### src/rtl/dcmq_pkg.sv
package dcmq_pkg;

  localparam int WORD     = 32;
  localparam int WIDE     = 62;   // scaled radicand and dividend width
  localparam int RAD_W    = 33;   // positive radicand stays below 2^33
  localparam int MAG_W    = 33;   // off-diagonal sum magnitude, up to 2^32
  localparam int ROOT_W   = 31;   // pivot component width
  localparam int SQ_STEPS = 31;   // one root bit per stage
  localparam int DV_STEPS = 31;   // one quotient bit per stage
  localparam int QDEPTH   = 2;

  localparam logic [WORD-1:0] SAT_MAX = 32'h7FFF_FFFF;

  typedef logic [1:0] branch_t;
  localparam branch_t BR_TRACE = 2'd0;
  localparam branch_t BR_M00   = 2'd1;
  localparam branch_t BR_M11   = 2'd2;
  localparam branch_t BR_M22   = 2'd3;

  typedef struct packed {
    branch_t                br;
    logic                   bad;
    logic [2:0]             neg;
    logic [2:0][MAG_W-1:0]  mag;
  } dcmq_meta_t;

  typedef struct packed {
    dcmq_meta_t        meta;
    logic [RAD_W-1:0]  rad;
  } dcmq_item_t;

  typedef struct packed {
    logic       full;
    logic       empty;
    logic [1:0] count;
  } dcmq_qstat_t;

endpackage

### src/rtl/dcmq_queue.sv
module dcmq_queue #(
  parameter int WIDTH = 8
) (
  input  logic                   clk,
  input  logic                   rst_n,
  input  logic                   push,
  input  logic [WIDTH-1:0]       wdata,
  input  logic                   pop,
  output logic [WIDTH-1:0]       rdata,
  output dcmq_pkg::dcmq_qstat_t  stat
);
  import dcmq_pkg::*;

  logic [WIDTH-1:0] mem_r [0:QDEPTH-1];
  logic             wr_ptr_r, rd_ptr_r;
  logic [1:0]       cnt_r, cnt_nxt;

  assign rdata      = mem_r[rd_ptr_r];
  assign stat.count = cnt_r;
  assign stat.full  = (cnt_r == 2'(QDEPTH));
  assign stat.empty = (cnt_r == 2'd0);

  always_comb begin
    cnt_nxt = cnt_r;
    if (push && !pop) cnt_nxt = cnt_r + 2'd1;
    if (!push && pop) cnt_nxt = cnt_r - 2'd1;
  end

  always_ff @(posedge clk) begin
    if (!rst_n) begin
      wr_ptr_r <= 1'b0;
      rd_ptr_r <= 1'b0;
      cnt_r    <= 2'd0;
    end else begin
      if (push) wr_ptr_r <= ~wr_ptr_r;
      if (pop)  rd_ptr_r <= ~rd_ptr_r;
      cnt_r <= cnt_nxt;
    end
  end

  always_ff @(posedge clk) begin
    if (push) mem_r[wr_ptr_r] <= wdata;
  end

endmodule

### config.mk
export PLATFORM = sky130hd
export DESIGN_NAME = dcmq_queue
export DESIGN_NICKNAME = d
export VERILOG_FILES = /design/src/rtl/dcmq_pkg.sv /design/src/rtl/dcmq_queue.sv
export SDC_FILE = /design/constraint.sdc
export NUM_CORES = 1
export LEC_CHECK = 0
export BUFFER_PORTS_ARGS = -buffer_cell sky130_fd_sc_hd__buf_4
export CORE_MARGIN = 3
export CORE_UTILIZATION = 45
export DETAILED_ROUTE_END_ITERATION = 16
export GPL_TIMING_DRIVEN = 0
export PLACE_DENSITY = 0.71
export SLEW_MARGIN = 30
export SYNTH_ARGS = -nofsm -noshare
export SYNTH_HDL_FRONTEND = slang
export SYNTH_SLANG_ARGS = --single-unit
### constraint.sdc
create_clock -name clk -period 1.5 [get_ports clk]
set_clock_uncertainty 0.1 [all_clocks]
set_input_delay 0.225 -clock clk [delete_from_list [all_inputs] [get_ports clk]]
set_output_delay 0.225 -clock clk [all_outputs]
set_load 0.05 [all_outputs]
# ---- Word level (Yosys, flattened, before mapping)
# Memory sizes are Yosys's and may differ from the RTL's. A register that Yosys moved wholly into a read port is not among the register bits.
# Index checks and enable logic that the tools add are counted.
dict set report classes {
  add_sub_neg 2
  reduce_logical 6
  n_bitwise 2
  n_eq_ne 1
  n_mux 6
}
# cell n
set op_table {}
lappend op_table {{$mux 1} 4}
lappend op_table {{$mux 2} 2}
lappend op_table {{$add 2x1->2 const B} 1}
lappend op_table {{$eq 2x2->1 const B} 1}
lappend op_table {{$logic_and 1x1->1} 2}
lappend op_table {{$logic_not 1->1} 2}
lappend op_table {{$logic_not 2->1} 1}
lappend op_table {{$not 1->1} 2}
lappend op_table {{$reduce_bool 2->1} 1}
lappend op_table {{$sub 2x1->2 const B} 1}
dict set report word_totals {
  n_memories 1
  reg_bits 4
  out_inout_bits 12
  mem_bits_rw 16
  input_bits 12
}
# name depth word_bits rd rd_clocked_by_memory_dff wr line_no
set mem_list {}
lappend mem_list {mem_r 2 8 1 1 1 dcmq_queue.sv:14} ;# logic [WIDTH-1:0] mem_r [0:QDEPTH-1];

# ---- Logic depth before layout (Yosys ltp)
dict set report depth {
  depth_word 4
  ltp_mapped 5
  depth_no_buf 5
}

# ---- Worst setup path after synthesis
# Ideal clock, no wire load.
dict set report synth_timing {
  path_kind {reg2out}
  start {reg cnt_r[0]}
  end {out stat[2] (netlist bit)}
  stages_incl_launch_ff 2
  arrival_ps 1240
  required_time_ps 1175
  n_path_buf 0
  slack_ps -65
  cell_sequence {dfxtp_1 -> nor2_1}
}
# element line_no
set synth_rtl {}
lappend synth_rtl {{start, declared} dcmq_queue.sv:16} ;# logic [1:0] cnt_r, cnt_nxt;
lappend synth_rtl {{start signal, assigned} dcmq_queue.sv:37} ;# cnt_r <= cnt_nxt;
lappend synth_rtl {{end, declared} dcmq_queue.sv:10} ;# output dcmq_pkg::dcmq_qstat_t stat

==> metrics <==
wire length per cell=13.7 microns; final setup violation count=8; Final ANT Viol Nets=0; Peak Freq=635 MHz; clock sink count=21; root buffer cell=clkbuf_4; sw frac=29.6%; unrepaired setup endpoints after global routing=yes; Seq pwr share=51.1%; Ys Warns=0; CP Launch Type=flop; final worst setup slack=-0.0760 ns; Die Y-Extent=48.0 microns; Worst VDD drop=0.689 mV; period utilization=105%; Initial Utilization=50.2%; H-tree depth=1; failing checks=negative setup slack; required time worst endpoint=1.17 ns; TritonRoute pass-1 iters=2; maxcap violations=0; synthesized area=792 sq um; Pwr Density=1120 nW/um^2; Logic pwr share=29.5%; filler instances=112; setup tns final=-0.580 ns; final core occ=76.0%; post-synthesis sequential area ratio=73.3%; CTS buffer count=3; area of the die=2300 sq um; leakage=0.495 nW; worst-margin pin slew=0.724 ns; post-synthesis register bit count=21; minimum clock period=1.58 ns; Clk network pwr share=19.4%; Remaining DRCs=0; WP data arrival=1.25 ns; Pint=0.948 mW; aggregate global routing overflow=0; initial antenna violation count=0; Avg Inst Size Synth=16.9 sq um; setup bufs post-CTS=0; CTS tree=yes; Die X=48.0 microns; crit path max fanout=8; placed cell areas=987 sq um; area of the multi-input gates=235 sq um; Clk Latency, worst-skew pair=0.30 ns; Cell variety after synth=16; vias in the first global route=473; Reg area=583 sq um; ANT cells=0; routed wire length=1340 microns; Worst Setup End Kind=output port; Final Power=1.35 mW; critical path class=reg -> out; Routability Congestion=0.593; Nets=96; Total GRT Usage=14.1%; largest net degree at the start of global routing=13; layout cells sized above 1=48.8%; status=finished, violations left; I/O pin count=24; Max clock buf depth=2; Net Switching=0.398 mW; worst min path class=in -> reg; Core Region=1580 sq um; port bufs=23; Slew Limit Fails=0; vias=489; syn nets=60; 1st-iter DRT viols=14; clock transition at the registers of the reported paths=0.11 ns; vias per cell=4.99; post-route design area=1200 sq um; FP Rows=14; first-pass GRT wire length=2060 microns; final hold violation count=0; Slew Limit Headroom=51.6%; Post-Syn Instances=47; area delta synth->final=51.2%
==> cell families after synthesis <==
kind of cell    synth area share (%)
xor+xnor                        3.32
flops                           73.3
buf+inv                         1.10
compound gates                  2.53
mux                             11.4
simple gates                    6.79
fa+ha+maj                       1.58
==> power by group through the flow <==
stage	clock network (mW)	registers, mW	logic [mW]
finish	0.261	0.687	0.397
CTS	0.272	0.687	0.401
global route	0.292	0.692	0.419
global placement	0	0.695	0.318
detailed placement	0	0.697	0.323
floorplan	0	0.720	0.197
==> through the flow <==
| stage | hold WS [ns] | std cells | worst slack [ns] |
|---|---|---|---|
| finish | 0.0553 | 98 | -0.0760 |
| CTS | 0.0491 | 98 | -0.0970 |
| floorplan | 0.224 | 47 | 0.0571 |
| global placement | 0.311 | 86 | 0.0675 |
| detailed placement | 0.314 | 86 | 0.0446 |
| global route | 0.0593 | 98 | -0.122 |
==> worst paths after layout <==
kind         startpoint  slack (ns)  cells past startpoint           to
min               rst_n        0.06                      2     wr_ptr_r
max                flop       -0.08                      3     rdata[2]
max reg2reg    wr_ptr_r        0.14                      1  mem_r[0][5]
min reg2reg    cnt_r[1]        0.44                      2     cnt_r[1]
==> timing repair <==
item,CTS,global route
endpoints found under the setup margin,9,8
resized for setup,29,0
hold buffers,8,0
endpoints found under the hold margin,16,0
==> cell usage after synthesis <==
library cell | count | area share, %
or3_1 | 1 | 0.79
buf_2 | 1 | 0.63
mux2_2 | 8 | 11
xor2_1 | 1 | 1.1
edfxtp_1 | 16 | 61
a21boi_1 | 1 | 0.95
nor2_1 | 2 | 0.95
o21a_1 | 1 | 0.95
and2b_2 | 1 | 1.1
o21ai_0 | 1 | 0.63
dfxtp_1 | 5 | 13
nor2b_1 | 1 | 0.79
and2_1 | 4 | 3.2
ha_1 | 1 | 1.6
xnor2_1 | 2 | 2.2
inv_1 | 1 | 0.47
==> per-layer routing <==
metal | GRT usage, % | share of wire [%] | vias up
met5 | 0 | 0 | -
met4 | 9.68 | 2.9 | 0
met3 | 3.38 | 4.2 | 5
met2 | 24.3 | 53 | 14
met1 | 15.0 | 40 | 231
li1 | - | - | 239
==> flip-flops by register name, indices dropped and copies added, names as in the netlist, named ones only <==
name / flops
cnt_r: 2
mem_r: 16
rd_ptr_r: 1
wr_ptr_r: 1
==> critical path, stage by stage, from the launching register on <==
cell     delay, ns
dfxtp_2       0.35
buf_8         0.14
mux2_4        0.32
buf_8         0.15
==> placed cells by master, fill, tap and decap left out, types with 2 or more instances in the layout <==
cell type	count
and2_1	4
buf_4	15
buf_8	9
clkbuf_4	3
dfxtp_1	3
dfxtp_2	2
dlygate4sd3_1	8
edfxtp_1	16
mux2_4	8
xnor2_1	2
==> cell type report <==
type,count,area share (%)
Sequential cell,21,48.7
Timing Repair Buffer,31,26.1
Multi-Input combinational cell,24,19.6
Clock buffer,3,1.88
Tap cell,16,1.67
Buffer,1,1.25
Clock inverter,1,0.418
Inverter,1,0.313
No activity file was read; power rests on OpenSTA's default activity.
