==> src/rtl/dcmq_pkg.sv <==
package dcmq_pkg;

  localparam int WORD     = 32;
  localparam int WIDE     = 62;   // scaled radicand and dividend width
  localparam int RAD_W    = 33;   // positive radicand stays below 2^33
  localparam int MAG_W    = 33;   // off-diagonal sum magnitude, up to 2^32
  localparam int ROOT_W   = 31;   // pivot component width
  localparam int SQ_STEPS = 31;   // one root bit per stage
  localparam int DV_STEPS = 31;   // one quotient bit per stage
  localparam int QDEPTH   = 2;

  localparam logic [WORD-1:0] SAT_MAX = 32'h7FFF_FFFF;

  typedef logic [1:0] branch_t;
  localparam branch_t BR_TRACE = 2'd0;
  localparam branch_t BR_M00   = 2'd1;
  localparam branch_t BR_M11   = 2'd2;
  localparam branch_t BR_M22   = 2'd3;

  typedef struct packed {
    branch_t                br;
    logic                   bad;
    logic [2:0]             neg;
    logic [2:0][MAG_W-1:0]  mag;
  } dcmq_meta_t;

  typedef struct packed {
    dcmq_meta_t        meta;
    logic [RAD_W-1:0]  rad;
  } dcmq_item_t;

  typedef struct packed {
    logic       full;
    logic       empty;
    logic [1:0] count;
  } dcmq_qstat_t;

endpackage

==> src/rtl/dcmq_front.sv <==
module dcmq_front #(
  parameter int FRAC_BITS = 30
) (
  input  logic                    clk,
  input  logic                    rst_n,
  input  logic                    in_valid,
  output logic                    in_stall,
  input  logic signed [31:0]      in_m00,
  input  logic signed [31:0]      in_m01,
  input  logic signed [31:0]      in_m02,
  input  logic signed [31:0]      in_m10,
  input  logic signed [31:0]      in_m11,
  input  logic signed [31:0]      in_m12,
  input  logic signed [31:0]      in_m20,
  input  logic signed [31:0]      in_m21,
  input  logic signed [31:0]      in_m22,
  input  logic                    push_ok,
  output logic                    push,
  output dcmq_pkg::dcmq_item_t    item
);
  import dcmq_pkg::*;

  localparam logic signed [35:0] ONE = 36'sd1 <<< FRAC_BITS;

  logic              front_v_r;
  dcmq_item_t        item_r, item_nxt;
  logic signed [33:0] trace;
  logic signed [31:0] piv;
  logic signed [35:0] rad;
  branch_t           br;
  logic signed [32:0] n_a, n_b, n_c;
  logic signed [32:0] d12m, d20m, d01m, s01, s20, s12;
  logic              bad;

  assign trace = 34'(in_m00) + 34'(in_m11) + 34'(in_m22);

  // earlier candidate wins on ties
  always_comb begin
    br  = BR_TRACE;
    piv = '0;
    if (34'(in_m00) > trace) begin
      br  = BR_M00;
      piv = in_m00;
    end
    if (br == BR_TRACE ? (34'(in_m11) > trace) : (in_m11 > piv)) begin
      br  = BR_M11;
      piv = in_m11;
    end
    if (br == BR_TRACE ? (34'(in_m22) > trace) : (in_m22 > piv)) begin
      br  = BR_M22;
      piv = in_m22;
    end
  end

  assign rad = (br == BR_TRACE) ? ONE + 36'(trace)
                                : ONE + (36'(piv) <<< 1) - 36'(trace);
  assign bad = rad[35] || (rad == '0);

  assign d12m = 33'(in_m12) - 33'(in_m21);
  assign d20m = 33'(in_m20) - 33'(in_m02);
  assign d01m = 33'(in_m01) - 33'(in_m10);
  assign s01  = 33'(in_m01) + 33'(in_m10);
  assign s20  = 33'(in_m20) + 33'(in_m02);
  assign s12  = 33'(in_m12) + 33'(in_m21);

  always_comb begin
    unique case (br)
      BR_TRACE: begin n_a = d12m; n_b = d20m; n_c = d01m; end
      BR_M00:   begin n_a = d12m; n_b = s01;  n_c = s20;  end
      BR_M11:   begin n_a = d20m; n_b = s01;  n_c = s12;  end
      default:  begin n_a = d01m; n_b = s20;  n_c = s12;  end
    endcase
  end

  always_comb begin
    item_nxt.meta.br     = br;
    item_nxt.meta.bad    = bad;
    item_nxt.meta.neg    = {n_c[32], n_b[32], n_a[32]};
    item_nxt.meta.mag[0] = n_a[32] ? MAG_W'(-n_a) : MAG_W'(n_a);
    item_nxt.meta.mag[1] = n_b[32] ? MAG_W'(-n_b) : MAG_W'(n_b);
    item_nxt.meta.mag[2] = n_c[32] ? MAG_W'(-n_c) : MAG_W'(n_c);
    item_nxt.rad         = bad ? '0 : rad[RAD_W-1:0];
  end

  assign in_stall = front_v_r && !push_ok;
  assign push     = front_v_r && push_ok;
  assign item     = item_r;

  always_ff @(posedge clk) begin
    if (!rst_n) begin
      front_v_r <= 1'b0;
    end else if (!in_stall) begin
      front_v_r <= in_valid;
    end
  end

  always_ff @(posedge clk) begin
    if (!in_stall && in_valid) begin
      item_r <= item_nxt;
    end
  end

endmodule

==> config.mk <==
export PLATFORM = sky130hd
export DESIGN_NAME = dcmq_front
export DESIGN_NICKNAME = d
export VERILOG_FILES = /design/src/rtl/dcmq_pkg.sv /design/src/rtl/dcmq_front.sv
export SDC_FILE = /design/constraint.sdc
export NUM_CORES = 1
export LEC_CHECK = 0
export BUFFER_PORTS_ARGS = -buffer_cell sky130_fd_sc_hd__buf_4
export CORE_MARGIN = 5
export CORE_UTILIZATION = 36
export CTS_CLUSTER_SIZE = 16
export DETAILED_ROUTE_END_ITERATION = 8
export MAX_ROUTING_LAYER = met4
export SKIP_CTS_REPAIR_TIMING = 1
export SYNTH_ARGS = -nofsm -noshare
export SYNTH_HDL_FRONTEND = slang
export SYNTH_SLANG_ARGS = --single-unit
==> constraint.sdc <==
create_clock -name clk -period 15.6 [get_ports clk]
set_input_delay 0.78 -clock clk [delete_from_list [all_inputs] [get_ports clk]]
set_output_delay 0.78 -clock clk [all_outputs]
set_load 0.1 [all_outputs]
Word level (Yosys, flattened, before mapping) --
Index checks and enable logic that the tools add are counted.
Cells by class: reductions and logical operators 12, $add $sub $neg 14, shifts and indexed selects 0, multiply operators 0, $lt $le $gt $ge 5, multiplexer cells 15, equality and inequality tests 2, bitwise gates (word level) 0, div/mod/pow operators 0
Operators by type and width (number):
- $pmux W33 S2 | 3
- $mux W32 | 6
- $add A32 B32 Y33 | 4
- $gt A32 B34 Y1 | 3
- $neg A33 Y33 | 3
- $sub A32 B32 Y33 | 3
- $gt A32 B32 Y1 | 2
- $logic_not A36 Y1 | 1
- $mux W36 | 1
- $add A32 B34 Y35 const A | 1
- $sub A34 B34 Y35 | 1
- $add A32 B33 Y34 const A | 1
- $add A33 B32 Y34 | 1
- $logic_not A2 Y1 | 3
- $mux W2 | 2
- $reduce_or A2 Y1 | 2
- $logic_and A1 B1 Y1 | 3
- $mux W1 | 3
- $eq A2 B1 Y1 const B | 1
- $eq A2 B2 Y1 const B | 1
- $logic_not A1 Y1 | 2
- $logic_or A1 B1 Y1 | 1
Storage, ports and cells: memory bits (writable) 0, logic and storage cells 59, bits in registers 139, bits in latches 0, ROM bits 0, memories kept 0, output and inout port bits 140

Depth between registers and ports, before layout --
depth after elaboration 15, gate-level depth with buffers 78, mapped depth without buffers 65

Worst setup path after synthesis --
OpenSTA, ideal clock, no wires.
path kind input to register, start point in in_m00[1], end point reg item_r, in the netlist item[129] (data pin), data required time 15.342 ns, cell stages on the path 74, library setup time 0.258 ns, setup slack -0.383 ns, data arrival time 15.725 ns, path through fa_1 -> ha_1 -> fa_1 -> a211oi_1 -> o21bai_2 -> a21oi_2 -> o31a_1 -> a311oi_1 -> a31o_2 -> a31o_2 -> a41o_1 -> o21ai_0 -> nand2b_1 -> a2111oi_0 -> a21oi_1 -> ha_1 -> nand2_1 -> nor3_1 -> [... 38 more ...] -> clkbuf_1 -> buf_1 -> clkbuf_1 -> buf_1 -> clkbuf_1 -> clkbuf_1 -> a221oi_1 -> a21oi_1 -> inv_1 -> ha_1 -> and3_1 -> and4_1 -> nand2_1 -> nor3_1 -> a21oi_1 -> nor3_1 -> a31oi_1 -> xnor2_1
RTL lines:
- start, declared | RTL line dcmq_front.sv:8 | input logic signed [31:0] in_m00,
- end signal, assigned | RTL line dcmq_front.sv:99 | item_r <= item_nxt;
- end, declared | RTL line dcmq_front.sv:26 | dcmq_item_t item_r, item_nxt;

Worst setup path after layout --
start point in in_m00[10], end point reg item_r, in the netlist item[135] (data pin)
Between the ends: word-level cells in the longest chain between the ends 15, elaborated cells between the ends (all ways) 24, classes of those cells add/sub: 5; order compare: 5; mux: 9; reduce/logical: 5
RTL lines:
- $add A32 B32 Y33 | RTL line dcmq_front.sv:35 | assign trace = 34'(in_m00) + 34'(in_m11) + 34'(in_m22);
- $add A33 B32 Y34 | RTL line dcmq_front.sv:35
- $gt A32 B34 Y1 | RTL line dcmq_front.sv:41 | if (34'(in_m00) > trace) begin
- $mux W32 / $mux W1 (equally long branches) | RTL line dcmq_front.sv:41
- $gt A32 B32 Y1 / $logic_not A2 Y1 (equally long branches) | RTL line dcmq_front.sv:45 | if (br == BR_TRACE ? (34'(in_m11) > trace) : (in_m11 > piv)) begin
- $mux W1 | RTL line dcmq_front.sv:45
- $mux W32 / $mux W2 (equally long branches) | RTL line dcmq_front.sv:45
- $gt A32 B32 Y1 / $logic_not A2 Y1 (equally long branches) | RTL line dcmq_front.sv:49 | if (br == BR_TRACE ? (34'(in_m22) > trace) : (in_m22 > piv)) begin
- $mux W1 | RTL line dcmq_front.sv:49
- $mux W32 | RTL line dcmq_front.sv:49
- $add A32 B33 Y34 | RTL line dcmq_front.sv:56 | : ONE + (36'(piv) <<< 1) - 36'(trace);
- $sub A34 B34 Y35 | RTL line dcmq_front.sv:56
- $mux W36 (*) | RTL line dcmq_front.sv:55 | assign rad = (br == BR_TRACE) ? ONE + 36'(trace)
- $logic_not A36 Y1 | RTL line dcmq_front.sv:57 | assign bad = rad[35] || (rad == '0);
- $logic_or A1 B1 Y1 (*) | RTL line dcmq_front.sv:57
- via bad | RTL line dcmq_front.sv:33 | logic bad;
The timed path passes the listed nets; every way through them passes the cells marked *. A chain may end at the register's enable or synchronous reset.

==> summary.md <==
| Metric | Value |
|---|---|
| Status | finished, final reports clean |
| Syn-to-layout area delta | 24.6% |
| Detailed Routing Iterations Pass 1 | 6 |
| Core region area | 76100 um2 |
| First-pass GRT wire length | 164 mm |
| Post-synth EDFFs | 138 |
| Synth Cell Area | 27600 um2 |
| All-Layer GR Usage | 26.4% |
| Final cell count without fillers | 5158 |
| Tightest Pin Transition | 1.05 ns |
| FFs w/ async S/R, synth | 0% |
| DR DRC count | 0 |
| Crit path from | in_m00[10] |
| Total grt overflow | 0 |
| Yosys cell types | 100 |
| Total number of vias | 28.9k |
| Final hold slack | 0.508 ns |
| Fin area | 34400 um2 |
| Pin count of the biggest net entering global routing | 74 |
| CP Capture Type | flop |
| Syn avg cell area | 7.80 um2 |
| Initial antenna violation count | 6 |
| Ports | 432 |
| Hpwl dp | 95.3 mm |
| GP Congestion | 0.976 |
| Hold violation count in the final report | 0 |
| Gate Count Post-Synth | 3543 |
| Clk sinks | 139 |
| Count of input and output buffers | 431 |
| Starting Density | 36.3% |
| Max Fclk | 67.0 MHz |
| Fin nets | 4901 |
| Synth Flop Type | edfxtp_1 |
| Final Util | 45.3% |
| Most common cell on crit path | buf_4 |
| Max incr delay on CP | 0.55 ns |
| Tcrit/Tclk final | 95.7% |
| Clock Pin Slew Worst Setup and Hold Paths | 0.07 ns |
| WP data arrival | 15.16 ns |
| Root Driver | clkbuf_16 |
| Die width | 287 um |
| Longest Clk Path Bufs | 2 |
| Via density | 5.61 |
| Max cap viols | 0 |
| Yosys Warn Count | 0 |
| Layout cells sized above 1 | 19.9% |
| Commonest non-fill, non-tap cell in the layout | buf_4 |
| Hold Startpoint | rst_n |
| Share of the synthesized area in the top cell type | 20.8% |
| H-tree depth | 4 |
| Final WL | 112 mm |
| TritonCTS clock tree | built |
| Fin. max-slew vios | 0 |
| Setup violations, final | 0 |
| Reg2reg start | front_v_r$_SDFFE_PN0N_ |
| Die ar. | 82400 um2 |
| Critical Path RT | 15.84 ns |
| Mapped Nets | 4334 |
| Sequential area share after synthesis | 15.1% |
| CTS buffer count | 17 |
| Max-slew headroom | 29.7% |
| CP startpoint kind | input port |
| Yosys reg bits | 139 |
| Slowest CP cell | fa_1 |
| Min-delay worst type | in -> reg |
| Placement-stage cell area | 33600 um2 |
| DIE HEIGHT | 287 um |
| Antenna-violating nets left | 0 |
| Number of global-route vias before repair | 26.6k |
| Routed length per placed instance | 21.7 um |
| Crit path max fanout | 19 |
| Total placed cells including tap cells | 5114 |
| Skew final | 0.0114 ns |
| Most frequent cells in the layout | 688 x buf_4, 456 x ha_1, 315 x a21oi_1, 293 x nor2_1, 274 x inv_1 |
| 1st-iter DRT viols | 2691 |
| Min Clock Period, post-route | 14.92 ns |
| Clock Latency Late Sink | 0.48 ns |
| Area leader, netlist | ha_1 |
| Largest cells by area after synthesis | ha_1 21%, edfxtp_1 15%, xnor2_1 6.6% |
| Cell row count | 101 |
| Crit path kind | in -> reg |
cells by family after synthesis:
logic type               Yosys count  share of synthesized area [%]
buffers and inverters            428                           5.89
XOR/XNOR                         309                           9.86
AO/OA/AOI/OAI                   1143                           27.0
flip-flops                       139                           15.1
multiplexers                      32                           1.22
adder cells (fa/ha/maj)          501                           23.7
AND/OR/NAND/NOR                  991                           17.2
flip-flops by register name, summed over array words and instances (netlist names):
name,flops
front_v_r,1
item,138
path summary, 6_finish.rpt:
path | cells after the start | to | slack, ns
min reg2reg | 2 | front_v_r$_SDFFE_PN0N_ | 0.68
max | 73 | item[135]$_DFFE_PP_ | 0.68
max reg2reg | 4 | item[92]$_DFFE_PP_ | 12.92
min | 2 | front_v_r$_SDFFE_PN0N_ | 0.51
layer usage:
layer,up-vias,share of wire (%),track usage [%]
li1,14100,-,-
met5,-,0,-
met4,0,2.1,5.25
met2,1071,42,38.9
met1,13700,48,38.4
met3,102,7.6,4.24
per-stage QoR:
step	setup WS, ns	setup TNS (ns)
2_1_floorplan	0.0149	0
3_3_place_gp	-0.220	-4.25
3_5_place_dp	-0.310	-7.22
4_1_cts	0.153	0
5_1_grt	-0.0359	-0.0359
6_report	0.677	0
Yosys cell counts, types with 18 or more instances:
master / instances
a211oi_1: 32
a21o_1: 114
a21oi_1: 318
a221oi_1: 25
a31oi_1: 76
and2_1: 24
and3_1: 26
buf_1: 21
clkbuf_1: 117
edfxtp_1: 138
fa_1: 40
ha_1: 459
inv_1: 275
mux2i_1: 21
nand2_1: 256
nand2b_1: 45
nand3_1: 63
nand4_1: 52
nor2_1: 293
nor2b_1: 49
nor3_1: 70
nor4_1: 23
o211ai_1: 34
o21a_1: 36
o21ai_0: 230
o21bai_1: 47
o31ai_1: 22
or2_2: 18
or3_1: 28
xnor2_1: 208
xor2_1: 100
final cells by class:
| class | count | area [um2] |
|---|---|---|
| Antenna cell | 5 | 12.5 |
| Clock buffer | 17 | 425 |
| Clock inverter | 15 | 153 |
| Fill cell | 7767 | 41600 |
| Inverter | 280 | 1050 |
| Multi-Input combinational cell | 2977 | 22100 |
| Sequential cell | 139 | 4160 |
| Tap cell | 1030 | 1290 |
| Timing Repair Buffer | 695 | 5290 |
worst max-delay path, delay by kind of cell:
family | cells | cell delay, ns
compound gates | 32 | 6.19
simple gates | 16 | 2.61
fa+ha+maj | 8 | 2.56
mux | 2 | 0.53
xor+xnor | 2 | 0.30
buf+inv | 13 | 2.11
Power is not shown: default switching activity piles up to over one toggle a cycle in this logic, so the estimate is an artifact.
